[config.mk]
export PLATFORM = sky130hd
export DESIGN_NAME = mat3_multiply_unit
export DESIGN_NICKNAME = d
export VERILOG_FILES = /design/src/hw/rtl/m3mu_pkg.sv /design/src/hw/rtl/m3mu_mac.sv /design/src/hw/rtl/mat3_multiply_unit.sv
export SDC_FILE = /design/constraint.sdc
export NUM_CORES = 2
export LEC_CHECK = 0
export BUFFER_PORTS_ARGS = -buffer_cell sky130_fd_sc_hd__buf_2
export CAP_MARGIN = 20
export CORE_MARGIN = 1.5
export CORE_UTILIZATION = 55
export CTS_BUF_LIST = sky130_fd_sc_hd__clkbuf_8
export CTS_CLUSTER_DIAMETER = 80
export DETAILED_ROUTE_END_ITERATION = 6
export PLACE_DENSITY = 0.81
export SKIP_LAST_GASP = 1
export SYNTH_ARGS = -nofsm -noshare
export SYNTH_HDL_FRONTEND = slang
export SYNTH_HIERARCHICAL = 1
export SYNTH_SLANG_ARGS = --single-unit
[constraint.sdc]
create_clock -name clock -period 14.76 [get_ports clock]
set_input_delay 0.738 -clock clock [delete_from_list [all_inputs] [get_ports clock]]
set_output_delay 0.738 -clock clock [all_outputs]
set_load 0.02 [all_outputs]
[src/hw/rtl/m3mu_pkg.sv]
`default_nettype none
package m3mu_pkg;

   localparam int VALUE_WIDTH = 32;
   localparam int FRAC_BITS   = 16;
   localparam int DIM         = 3;
   localparam int CELLS       = DIM * DIM;
   localparam int IDX_W       = 4;
   localparam int CNT_W       = 2;
   localparam int KIND_W      = 3;
   localparam int PROD_W      = 2 * VALUE_WIDTH;
   localparam int ACC_W       = PROD_W + 2;

   typedef logic [KIND_W-1:0]             kind_type;
   typedef logic [IDX_W-1:0]              index_type;
   typedef logic [CNT_W-1:0]              count_type;
   typedef logic signed [VALUE_WIDTH-1:0] value_type;

   localparam kind_type KIND_LOAD_A = 3'd0;
   localparam kind_type KIND_LOAD_B = 3'd1;
   localparam kind_type KIND_A_B    = 3'd2;
   localparam kind_type KIND_AT_B   = 3'd3;
   localparam kind_type KIND_A_V    = 3'd4;
   localparam kind_type KIND_AT_V   = 3'd5;
   localparam kind_type KIND_TRANS  = 3'd6;

   localparam count_type DIM_LAST = CNT_W'(DIM - 1);

   typedef struct packed {
      logic issue;
      logic first;
      logic last;
   } mac_ctl_type;

   function automatic index_type idx3(count_type row, count_type col);
      return index_type'(IDX_W'(row) * IDX_W'(DIM) + IDX_W'(col));
   endfunction

endpackage
`default_nettype wire

[src/hw/rtl/m3mu_mac.sv]
`default_nettype none
module m3mu_mac (
   input  wire logic                  clock,
   input  wire logic                  reset,
   input  wire m3mu_pkg::mac_ctl_type ctl,
   input  wire m3mu_pkg::value_type   op_a,
   input  wire m3mu_pkg::value_type   op_b,
   output logic                       done,
   output m3mu_pkg::value_type        result
);
   import m3mu_pkg::*;

   mac_ctl_type               ctl_ff;
   logic signed [PROD_W-1:0]  prod_ff;
   logic signed [ACC_W-1:0]   acc_ff;
   logic                      acc_last_ff;
   logic                      done_ff;
   value_type                 result_ff;
   value_type                 result_in;
   logic signed [ACC_W-1:0]   shifted;
   logic [ACC_W-VALUE_WIDTH:0] upper;

   always_ff @(posedge clock) begin
      if (reset) begin
         ctl_ff      <= '0;
         acc_last_ff <= 1'b0;
         done_ff     <= 1'b0;
      end else begin
         ctl_ff      <= ctl;
         acc_last_ff <= ctl_ff.issue && ctl_ff.last;
         done_ff     <= acc_last_ff;
      end
   end

   always_ff @(posedge clock) begin
      prod_ff <= PROD_W'(op_a * op_b);
      if (ctl_ff.issue) begin
         if (ctl_ff.first) begin
            acc_ff <= ACC_W'(prod_ff);
         end else begin
            acc_ff <= acc_ff + ACC_W'(prod_ff);
         end
      end
      result_ff <= result_in;
   end

   always_comb begin
      shifted = acc_ff >>> FRAC_BITS;
      upper   = shifted[ACC_W-1:VALUE_WIDTH-1];
      if ((&upper) || !(|upper)) begin
         result_in = shifted[VALUE_WIDTH-1:0];
      end else if (shifted[ACC_W-1]) begin
         result_in = {1'b1, {(VALUE_WIDTH-1){1'b0}}};
      end else begin
         result_in = {1'b0, {(VALUE_WIDTH-1){1'b1}}};
      end
   end

   assign done   = done_ff;
   assign result = result_ff;

endmodule
`default_nettype wire

[src/hw/rtl/mat3_multiply_unit.sv]
`default_nettype none
// 3x3 signed Q16.16 matrix unit. Load items write one element of A or B and leave the
// unit idle; kind 7 and loads with an index of 9 or more are dropped. Run items compute A*B,
// At*B, A*v, At*v (v is B's first three elements) or the transpose of A and return one
// element per result item in row-major order, last marked. The unit is busy (req_stall
// high) from a run's acceptance until its last element is taken. Each product element
// goes through one shared multiply-accumulate: three products issued in ST_MUL pass the
// product, accumulator and saturated result registers before ST_DRAIN captures the element,
// and the next one starts only after it is taken; a transpose element is read in ST_COPY.
module mat3_multiply_unit (
   input  wire logic                 clock,
   input  wire logic                 reset,
   input  wire logic                 req_valid,
   output logic                      req_stall,
   input  wire m3mu_pkg::kind_type   req_kind,
   input  wire m3mu_pkg::index_type  req_elem_index,
   input  wire m3mu_pkg::value_type  req_elem_value,
   output logic                      rsp_valid,
   input  wire logic                 rsp_stall,
   output m3mu_pkg::index_type       rsp_out_index,
   output m3mu_pkg::value_type       rsp_out_value,
   output logic                      rsp_last
);
   import m3mu_pkg::*;

   typedef enum logic [2:0] {
      ST_IDLE,
      ST_MUL,
      ST_DRAIN,
      ST_COPY,
      ST_SEND
   } state_type;

   state_type   state_ff;
   kind_type    op_ff;
   count_type   i_ff;
   count_type   j_ff;
   count_type   k_ff;
   logic        rsp_valid_ff;
   index_type   rsp_index_ff;
   value_type   rsp_value_ff;
   logic        rsp_last_ff;

   value_type   a_ff [CELLS];
   value_type   b_ff [CELLS];

   logic        accept;
   logic        is_vec;
   logic        is_trans_a;
   logic        elem_last;
   index_type   elem_index;
   index_type   a_addr;
   index_type   b_addr;
   value_type   a_rd;
   value_type   b_rd;
   mac_ctl_type mac_ctl;
   logic        mac_done;
   value_type   mac_result;

   assign accept     = req_valid && (state_ff == ST_IDLE);
   assign is_vec     = (op_ff == KIND_A_V) || (op_ff == KIND_AT_V);
   assign is_trans_a = (op_ff == KIND_AT_B) || (op_ff == KIND_AT_V);
   assign elem_last  = is_vec ? (i_ff == DIM_LAST) : ((i_ff == DIM_LAST) && (j_ff == DIM_LAST));
   assign elem_index = is_vec ? index_type'(i_ff) : idx3(i_ff, j_ff);

   always_comb begin
      priority if (state_ff == ST_COPY) begin
         a_addr = idx3(j_ff, i_ff);
      end else if (is_trans_a) begin
         a_addr = idx3(k_ff, i_ff);
      end else begin
         a_addr = idx3(i_ff, k_ff);
      end
      b_addr = is_vec ? index_type'(k_ff) : idx3(k_ff, j_ff);
      a_rd   = a_ff[a_addr];
      b_rd   = b_ff[b_addr];
   end

   always_comb begin
      mac_ctl.issue = (state_ff == ST_MUL);
      mac_ctl.first = (k_ff == '0);
      mac_ctl.last  = (k_ff == DIM_LAST);
   end

   always_ff @(posedge clock) begin
      if (reset) begin
         for (int n = 0; n < CELLS; n++) begin
            a_ff[n] <= '0;
            b_ff[n] <= '0;
         end
      end else if (accept && (req_elem_index < index_type'(CELLS))) begin
         if (req_kind == KIND_LOAD_A) begin
            a_ff[req_elem_index] <= req_elem_value;
         end else if (req_kind == KIND_LOAD_B) begin
            b_ff[req_elem_index] <= req_elem_value;
         end
      end
   end

   m3mu_mac u_mac (
      .clock  (clock),
      .reset  (reset),
      .ctl    (mac_ctl),
      .op_a   (a_rd),
      .op_b   (b_rd),
      .done   (mac_done),
      .result (mac_result)
   );

   always_ff @(posedge clock) begin
      if (reset) begin
         state_ff     <= ST_IDLE;
         rsp_valid_ff <= 1'b0;
         op_ff        <= KIND_LOAD_A;
         i_ff         <= '0;
         j_ff         <= '0;
         k_ff         <= '0;
      end else begin
         unique case (state_ff)
            ST_IDLE: begin
               i_ff <= '0;
               j_ff <= '0;
               k_ff <= '0;
               if (accept) begin
                  op_ff <= req_kind;
                  if (req_kind == KIND_TRANS) begin
                     state_ff <= ST_COPY;
                  end else if ((req_kind == KIND_A_B) || (req_kind == KIND_AT_B) ||
                               (req_kind == KIND_A_V) || (req_kind == KIND_AT_V)) begin
                     state_ff <= ST_MUL;
                  end
               end
            end
            ST_MUL: begin
               if (k_ff == DIM_LAST) begin
                  k_ff     <= '0;
                  state_ff <= ST_DRAIN;
               end else begin
                  k_ff <= k_ff + 1'b1;
               end
            end
            ST_DRAIN: begin
               if (mac_done) begin
                  rsp_valid_ff <= 1'b1;
                  rsp_value_ff <= mac_result;
                  rsp_index_ff <= elem_index;
                  rsp_last_ff  <= elem_last;
                  state_ff     <= ST_SEND;
               end
            end
            ST_COPY: begin
               rsp_valid_ff <= 1'b1;
               rsp_value_ff <= a_rd;
               rsp_index_ff <= elem_index;
               rsp_last_ff  <= elem_last;
               state_ff     <= ST_SEND;
            end
            ST_SEND: begin
               if (!rsp_stall) begin
                  rsp_valid_ff <= 1'b0;
                  if (rsp_last_ff) begin
                     state_ff <= ST_IDLE;
                  end else begin
                     if (is_vec || (j_ff == DIM_LAST)) begin
                        j_ff <= '0;
                        i_ff <= i_ff + 1'b1;
                     end else begin
                        j_ff <= j_ff + 1'b1;
                     end
                     state_ff <= (op_ff == KIND_TRANS) ? ST_COPY : ST_MUL;
                  end
               end
            end
            default: begin
               state_ff <= ST_IDLE;
            end
         endcase
      end
   end

   assign req_stall     = (state_ff != ST_IDLE);
   assign rsp_valid     = rsp_valid_ff;
   assign rsp_out_index = rsp_index_ff;
   assign rsp_out_value = rsp_value_ff;
   assign rsp_last      = rsp_last_ff;

   a_valid_only_in_send: assert property (@(posedge clock) disable iff (reset)
      rsp_valid |-> (state_ff == ST_SEND))
      else $error("result shown outside send state");

   a_mac_done_in_drain: assert property (@(posedge clock) disable iff (reset)
      mac_done |-> (state_ff == ST_DRAIN))
      else $error("accumulator finished outside drain");

   a_idle_after_last: assert property (@(posedge clock) disable iff (reset)
      (rsp_valid && !rsp_stall && rsp_last) |=> !req_stall)
      else $error("unit still busy after last item taken");

   a_busy_until_last: assert property (@(posedge clock) disable iff (reset)
      (rsp_valid && !rsp_stall && !rsp_last) |=> req_stall)
      else $error("unit went idle before last item");

endmodule
`default_nettype wire

Word-level counts from Yosys, hierarchy flattened
Memories as Yosys holds them, arrays and structs flattened.
Cells that the tools add are included.
{"block": "totals", "ramBits": 576, "elab_cells": 141, "input_bits": 43, "output_inout_bits": 39, "n_memories": 2, "regBits": 217}
{"memory": "a_ff", "depth": 9, "word_bits": 32, "rd": 1, "rd_clocked_by_memory_dff": 0, "write_ports": 9, "line": "mat3_multiply_unit.sv:44", "rtl": "value_type a_ff [CELLS];"}
{"memory": "b_ff", "depth": 9, "word_bits": 32, "rd": 1, "rd_clocked_by_memory_dff": 0, "write_ports": 9, "line": "mat3_multiply_unit.sv:45", "rtl": "value_type b_ff [CELLS];"}
{"block": "classes", "add_sub_neg": 9, "muxes": 53, "n_eq_ne": 24, "n_reduce_logical": 30, "multipliers": 4, "magnitude_cmp": 1, "bitwise": 1}
{"cell": "$mux 32", "count": 5}
{"cell": "$add 66x64->66", "count": 1}
{"cell": "$mux 66", "count": 1}
{"cell": "$mul 32x32->64", "count": 1}
{"cell": "$pmux 32 s2", "count": 1}
{"cell": "$reduce_or 32->1", "count": 2}
{"cell": "$mux 4", "count": 7}
{"cell": "$eq 3x3->1 const B", "count": 7}
{"cell": "$add 4x2->4", "count": 5}
{"cell": "$reduce_and 19->1", "count": 1}
{"cell": "$reduce_or 19->1", "count": 1}
{"cell": "$mux 2", "count": 9}
{"cell": "$mux 3", "count": 6}
{"cell": "$mux 1", "count": 17}
{"cell": "$eq 3x2->1 const B", "count": 5}
{"cell": "$pmux 3 s5", "count": 1}
{"cell": "$mul 2x2->4 const B", "count": 3}
{"cell": "$pmux 2 s2", "count": 3}
{"cell": "$ne 2x2->1 const B", "count": 5}
{"cell": "$reduce_and 3->1", "count": 3}
{"cell": "$pmux 4 s2", "count": 1}
{"cell": "$logic_or 1x1->1", "count": 7}
{"cell": "$add 2x1->2 const B", "count": 3}
{"cell": "$eq 2x2->1 const B", "count": 3}
{"cell": "other kinds (16)", "count": 24}

Depth between registers and ports, before layout
{"block": "logic_depth", "word_depth": 8, "mapped_depth": 42, "ltp_nobuf": 39}

Hierarchy
Netlist, hierarchy kept.
{"mod": "mat3_multiply_unit", "n_inst": 1, "area_per_inst_um2": 46580.9, "cells_each": 2896, "seq_area_each_um2": 32120.8}
{"mod": "m3mu_mac", "n_inst": 1, "area_per_inst_um2": 44900.6, "cells_each": 4786, "seq_area_each_um2": 4003.8}

Least setup slack after synthesis
Ideal clock, no wire load.
{"block": "synth_timing", "path_kind": "register -> register", "startpoint": "reg k_ff[1]", "endpoint": "reg u_mac.prod_ff[60]", "slack_ns": 4.422, "arrival_time_ns": 10.266, "n_path_buf": 4, "period_less_slack_ns": 10.338, "path_stages_with_launch": 40, "setup_ns": 0.072, "cell_sequence": "dfxtp_1 -> inv_1 -> ha_1 -> inv_1 -> fa_1 -> and3_1 -> o31ai_2 -> buf_2 -> clkbuf_1 -> nand2_1 -> a32oi_1 -> nand2_1 -> clkbuf_1 -> nand2_1 -> inv_1 -> fa_1 -> fa_1 -> inv_1 -> [4 not listed] -> fa_1 -> inv_1 -> fa_1 -> inv_1 -> fa_1 -> fa_1 -> inv_1 -> ha_1 -> clkbuf_1 -> a21o_1 -> a31o_2 -> a21o_1 -> a21o_1 -> a21o_1 -> a21o_1 -> a21o_1 -> a21oi_1 -> xnor2_1"}
{"block": "synth_via", "elab_chain_len": 6}
{"element": "start: declaration", "line": "mat3_multiply_unit.sv:38", "rtl": "count_type k_ff;"}
{"element": "start signal: assignment", "line": "mat3_multiply_unit.sv:139", "rtl": "k_ff <= k_ff + 1'b1;"}
{"element": "$mul 2x2->4", "line": "m3mu_pkg.sv:36", "rtl": "return index_type'(IDX_W'(row) * IDX_W'(DIM) + IDX_W'(col));"}
{"element": "$add 4x2->4", "line": "m3mu_pkg.sv:36"}
{"element": "$mux 4 (*)", "line": "mat3_multiply_unit.sv:69", "rtl": "end else if (is_trans_a) begin"}
{"element": "$mux 4 (*)", "line": "mat3_multiply_unit.sv:67", "rtl": "priority if (state_ff == ST_COPY) begin"}
{"element": "$mem_v2 9x32 (*)"}
{"element": "net a_rd[31]", "line": "mat3_multiply_unit.sv:54", "rtl": "value_type a_rd;"}
{"element": "$mul 32x32->64 (*)", "line": "m3mu_mac.sv:36", "rtl": "prod_ff <= PROD_W'(op_a * op_b);"}
{"element": "end signal: assignment", "line": "m3mu_mac.sv:36"}
{"element": "end: declaration", "line": "m3mu_mac.sv:14", "rtl": "logic signed [PROD_W-1:0] prod_ff;"}
The timed path passes the listed nets; every way through them passes the cells marked *.
A chain may end at the register's enable or synchronous reset.

Worst setup path after layout
{"block": "layout_timing", "startpoint": "reg state_ff[1]", "endpoint": "reg u_mac.prod_ff[61]"}
{"block": "layout_via", "elab_chain_len": 4}
{"element": "start: declaration", "line": "mat3_multiply_unit.sv:34", "rtl": "state_type state_ff;"}
{"element": "start signal: assignment", "line": "mat3_multiply_unit.sv:170", "rtl": "state_ff <= (op_ff == KIND_TRANS) ? ST_COPY : ST_MUL;"}
{"element": "$eq 3x2->1", "line": "mat3_multiply_unit.sv:67"}
{"element": "$mux 4", "line": "mat3_multiply_unit.sv:67"}
{"element": "$mem_v2 9x32"}
{"element": "net a_rd[16]", "line": "mat3_multiply_unit.sv:54"}
{"element": "$mul 32x32->64", "line": "m3mu_mac.sv:36"}
The timed path passes the listed nets, and every way through them passes these cells.

==> impl_metrics.json <==
{
  "outcome": "complete, but fails checks",
  "violations": "design-rule violations",
  "ys_async_sr_fraction_pct": 0,
  "yosys.area.top_type": "edfxtp_1",
  "grt_pass1_wl_um": 370000,
  "cts_resized": 0,
  "clk_pin_slew_worst_paths_ps": 70,
  "synth.most_common_cell": "edfxtp_1",
  "overflow": 0,
  "io_buffers": 81,
  "die_h_um": 411,
  "ys_seq_area_share_pct": 39.5,
  "busiest_layer": "met2",
  "cp-endpoint": "u_mac/prod_ff[61]$_DFF_P_",
  "fp.coreArea_sq_mm": 0.165,
  "finalCritPeriodShare_pct": 86.3,
  "r2r_slack_ps": 2030,
  "cp_num_buf_inv": 4,
  "drtAntennaViolNets": 0,
  "clock-sinks": 1241,
  "yosys_warnings": 6,
  "reg2reg_depth": 29,
  "nets": 9473,
  "worstMarginPinSlew_ps": 1170,
  "antenna_found_initial": 22,
  "grt_pass1_vias": 64100,
  "dieWidth_um": 411,
  "fillers": 12600,
  "slew_viol_final": 0,
  "min_path_cells": 3,
  "dp_hpwl_um": 167000,
  "grt_use_met2_pct": 47.7,
  "place.gp.congestion": 0.985,
  "clockBufferDepth": 3,
  "grt_usage_pct": 29.1,
  "drc": 2,
  "end_kind": "flop",
  "crit_family": "adder cells",
  "syn_area_sq_mm": 0.0915,
  "max_freq_mhz": 78.5,
  "avgSynthCellArea_sq_um": 11.9,
  "critPathMaxFanout": 42,
  "r2r-start": "state_ff[1]$_SDFFE_PP0P_",
  "start_kind": "flop",
  "hold_path_class": "in -> reg",
  "via_count": 60200,
  "critPathMaxStageDelay_ps": 890,
  "vias_per_cell": 5.77,
  "start_util_pct": 55.4,
  "clkLatencyLatePin_ps": 940,
  "max_cap_violations": 0,
  "root_buffer": "clkbuf_8",
  "post-cts-setup-buffer-count": 0,
  "area_growth_syn_to_layout_pct": 9.26,
  "wl_um": 241000,
  "hold_viol": 0,
  "cp.required_ps": 15620,
  "rsz0062_at_grt": "false",
  "drt_iter0_drc": 5544,
  "drive_gt1_share_pct": 8.47,
  "io_pins": 82,
  "setup_viol": 0,
  "synthFlopType": "edfxtp_1",
  "cts_inserted_buffers": 194,
  "synth.top_cell.area_share_pct": 37.0,
  "drt-pass1-iter-count": 7,
  "ys_ff_latch": 1241,
  "grt_max_degree": 111,
  "slowest_stage": "nand2_1",
  "timing.rr.end": "u_mac/prod_ff[61]$_DFF_P_",
  "synthCells": 7682,
  "crit_top_cell": "fa_1",
  "skew_ps": 51.4,
  "critical_path_depth": 29,
  "routedWlPerCell_um": 23.2,
  "hold_buffers": 0,
  "cp_data_arrival_time_ps": 13600,
  "dpl-instance-area_sq_mm": 0.0961,
  "use_met3_pct": 7.68,
  "design_area_sq_mm": 0.100,
  "rows": 149,
  "tns_ps": 0,
  "crit_start": "state_ff[1]$_SDFFE_PP0P_",
  "min_period_ps": 12730,
  "synth_edf_count": 1127,
  "htree_levels": 4,
  "synth.cells.most_frequent": "1,127 x edfxtp_1, 1,101 x and2_1, 1,089 x fa_1",
  "grtUsageMet1_pct": 35.4,
  "die_area_sq_mm": 0.169,
  "path_class": "reg -> reg",
  "synthTopCellsByArea": "edfxtp_1 37%, fa_1 24%, and2_1 7.5%, mux2i_1 4.6%, inv_1 4.3%",
  "ys_types": 89,
  "cts_tree": "done",
  "slew_headroom_pct": 20.6
}
## layer usage
metal	routed length (um)	vias to the layer above	part of all wire, %
met5	105	-	0.043
met4	14400	18	5.9
met3	25900	966	11
met2	115000	3333	48
met1	86100	30300	36
li1	-	25500	-
## how the worst min path moves through the flow
stage | to | start | slack [ps]
2_1_floorplan | u_mac/acc_last_ff$_SDFF_PP0_ | u_mac/ctl_ff[0]$_SDFF_PP0_ | 400
3_3_place_gp | u_mac/acc_last_ff$_SDFF_PP0_ | u_mac/ctl_ff[0]$_SDFF_PP0_ | 410
3_5_place_dp | u_mac/acc_last_ff$_SDFF_PP0_ | u_mac/ctl_ff[0]$_SDFF_PP0_ | 420
4_1_cts | rsp_valid$_SDFFE_PP0P_ | rsp_stall | 20
5_1_grt | rsp_valid$_SDFFE_PP0P_ | rsp_stall | 80
6_report | rsp_valid$_SDFFE_PP0P_ | rsp_stall | 90
## registers in the layout (all words and copies together) (netlist names)
signal             cells
a_ff                 512
b_ff                 512
i_ff                   2
j_ff                   2
k_ff                   2
op_ff                  3
rsp_last               1
rsp_out_index          4
rsp_out_value         32
rsp_valid              1
state_ff               3
u_mac/acc_ff          66
u_mac/acc_last_ff      1
u_mac/ctl_ff           3
u_mac/done             1
u_mac/prod_ff         64
u_mac/result          32
## stage by stage
stage	utilization [%]	std cells	hold WS (ps)	setup slack, ps
floorplan	-	8129	395	4420
global placement	58.2	10100	415	2520
detailed placement	58.2	10100	417	2320
CTS	60.5	10400	23.0	2340
global route	60.6	10400	75.8	1640
finish	60.6	10400	88.4	2030
## layout make-up
| cell class | instances | area (sq um) | share of cell area (%) |
|---|---|---|---|
| Antenna cell | 7 | 17.5 | 0.0175 |
| Clock buffer | 208 | 2860 | 2.86 |
| Clock inverter | 139 | 957 | 0.958 |
| Inverter | 1047 | 3930 | 3.93 |
| Multi-Input combinational cell | 5388 | 51800 | 51.8 |
| Sequential cell | 1241 | 36100 | 36.1 |
| Tap cell | 2189 | 2740 | 2.74 |
| Timing Repair Buffer | 203 | 1500 | 1.50 |
## cell families (layout without fill, tap and decap cells)
family          count (synthesis)  count (layout)  share of synthesized area, %
flops                        1241            1241                          39.5
mux                           551             551                          7.78
fa+ha+maj                    1355            1355                          27.5
xor+xnor                      142             142                          1.36
buf+inv                      1500            1597                          6.29
other cells                     1             455                       0.00410
compound gates                636             636                          4.67
simple gates                 2256            2256                          12.9
## worst reg2reg max path: cells and delay by family, from the launching register on
| kind | cells | cell delay [ps] |
|---|---|---|
| xor gates and xnor gates | 1 | 190 |
| DFF | 1 | 590 |
| adders and majority gates | 9 | 4440 |
| muxes | 1 | 180 |
| and+or+nand+nor | 4 | 2490 |
| AOI/OAI and AO/OA | 10 | 3630 |
| buffers and inverters | 4 | 1170 |
## cells in the final DEF (no fill, tap or decap), types with 128 or more instances in the layout
cell,count
clkbuf_8,208
mux2i_1,387
mux4_2,128
a21oi_1,134
nand2_1,783
conb_1,448
nor2_1,130
fa_1,1089
ha_1,266
edfxtp_1,1127
and2_1,1101
inv_1,1109
Power is not shown: default switching activity piles up to over one toggle a cycle in this logic, so the estimate is an artifact.
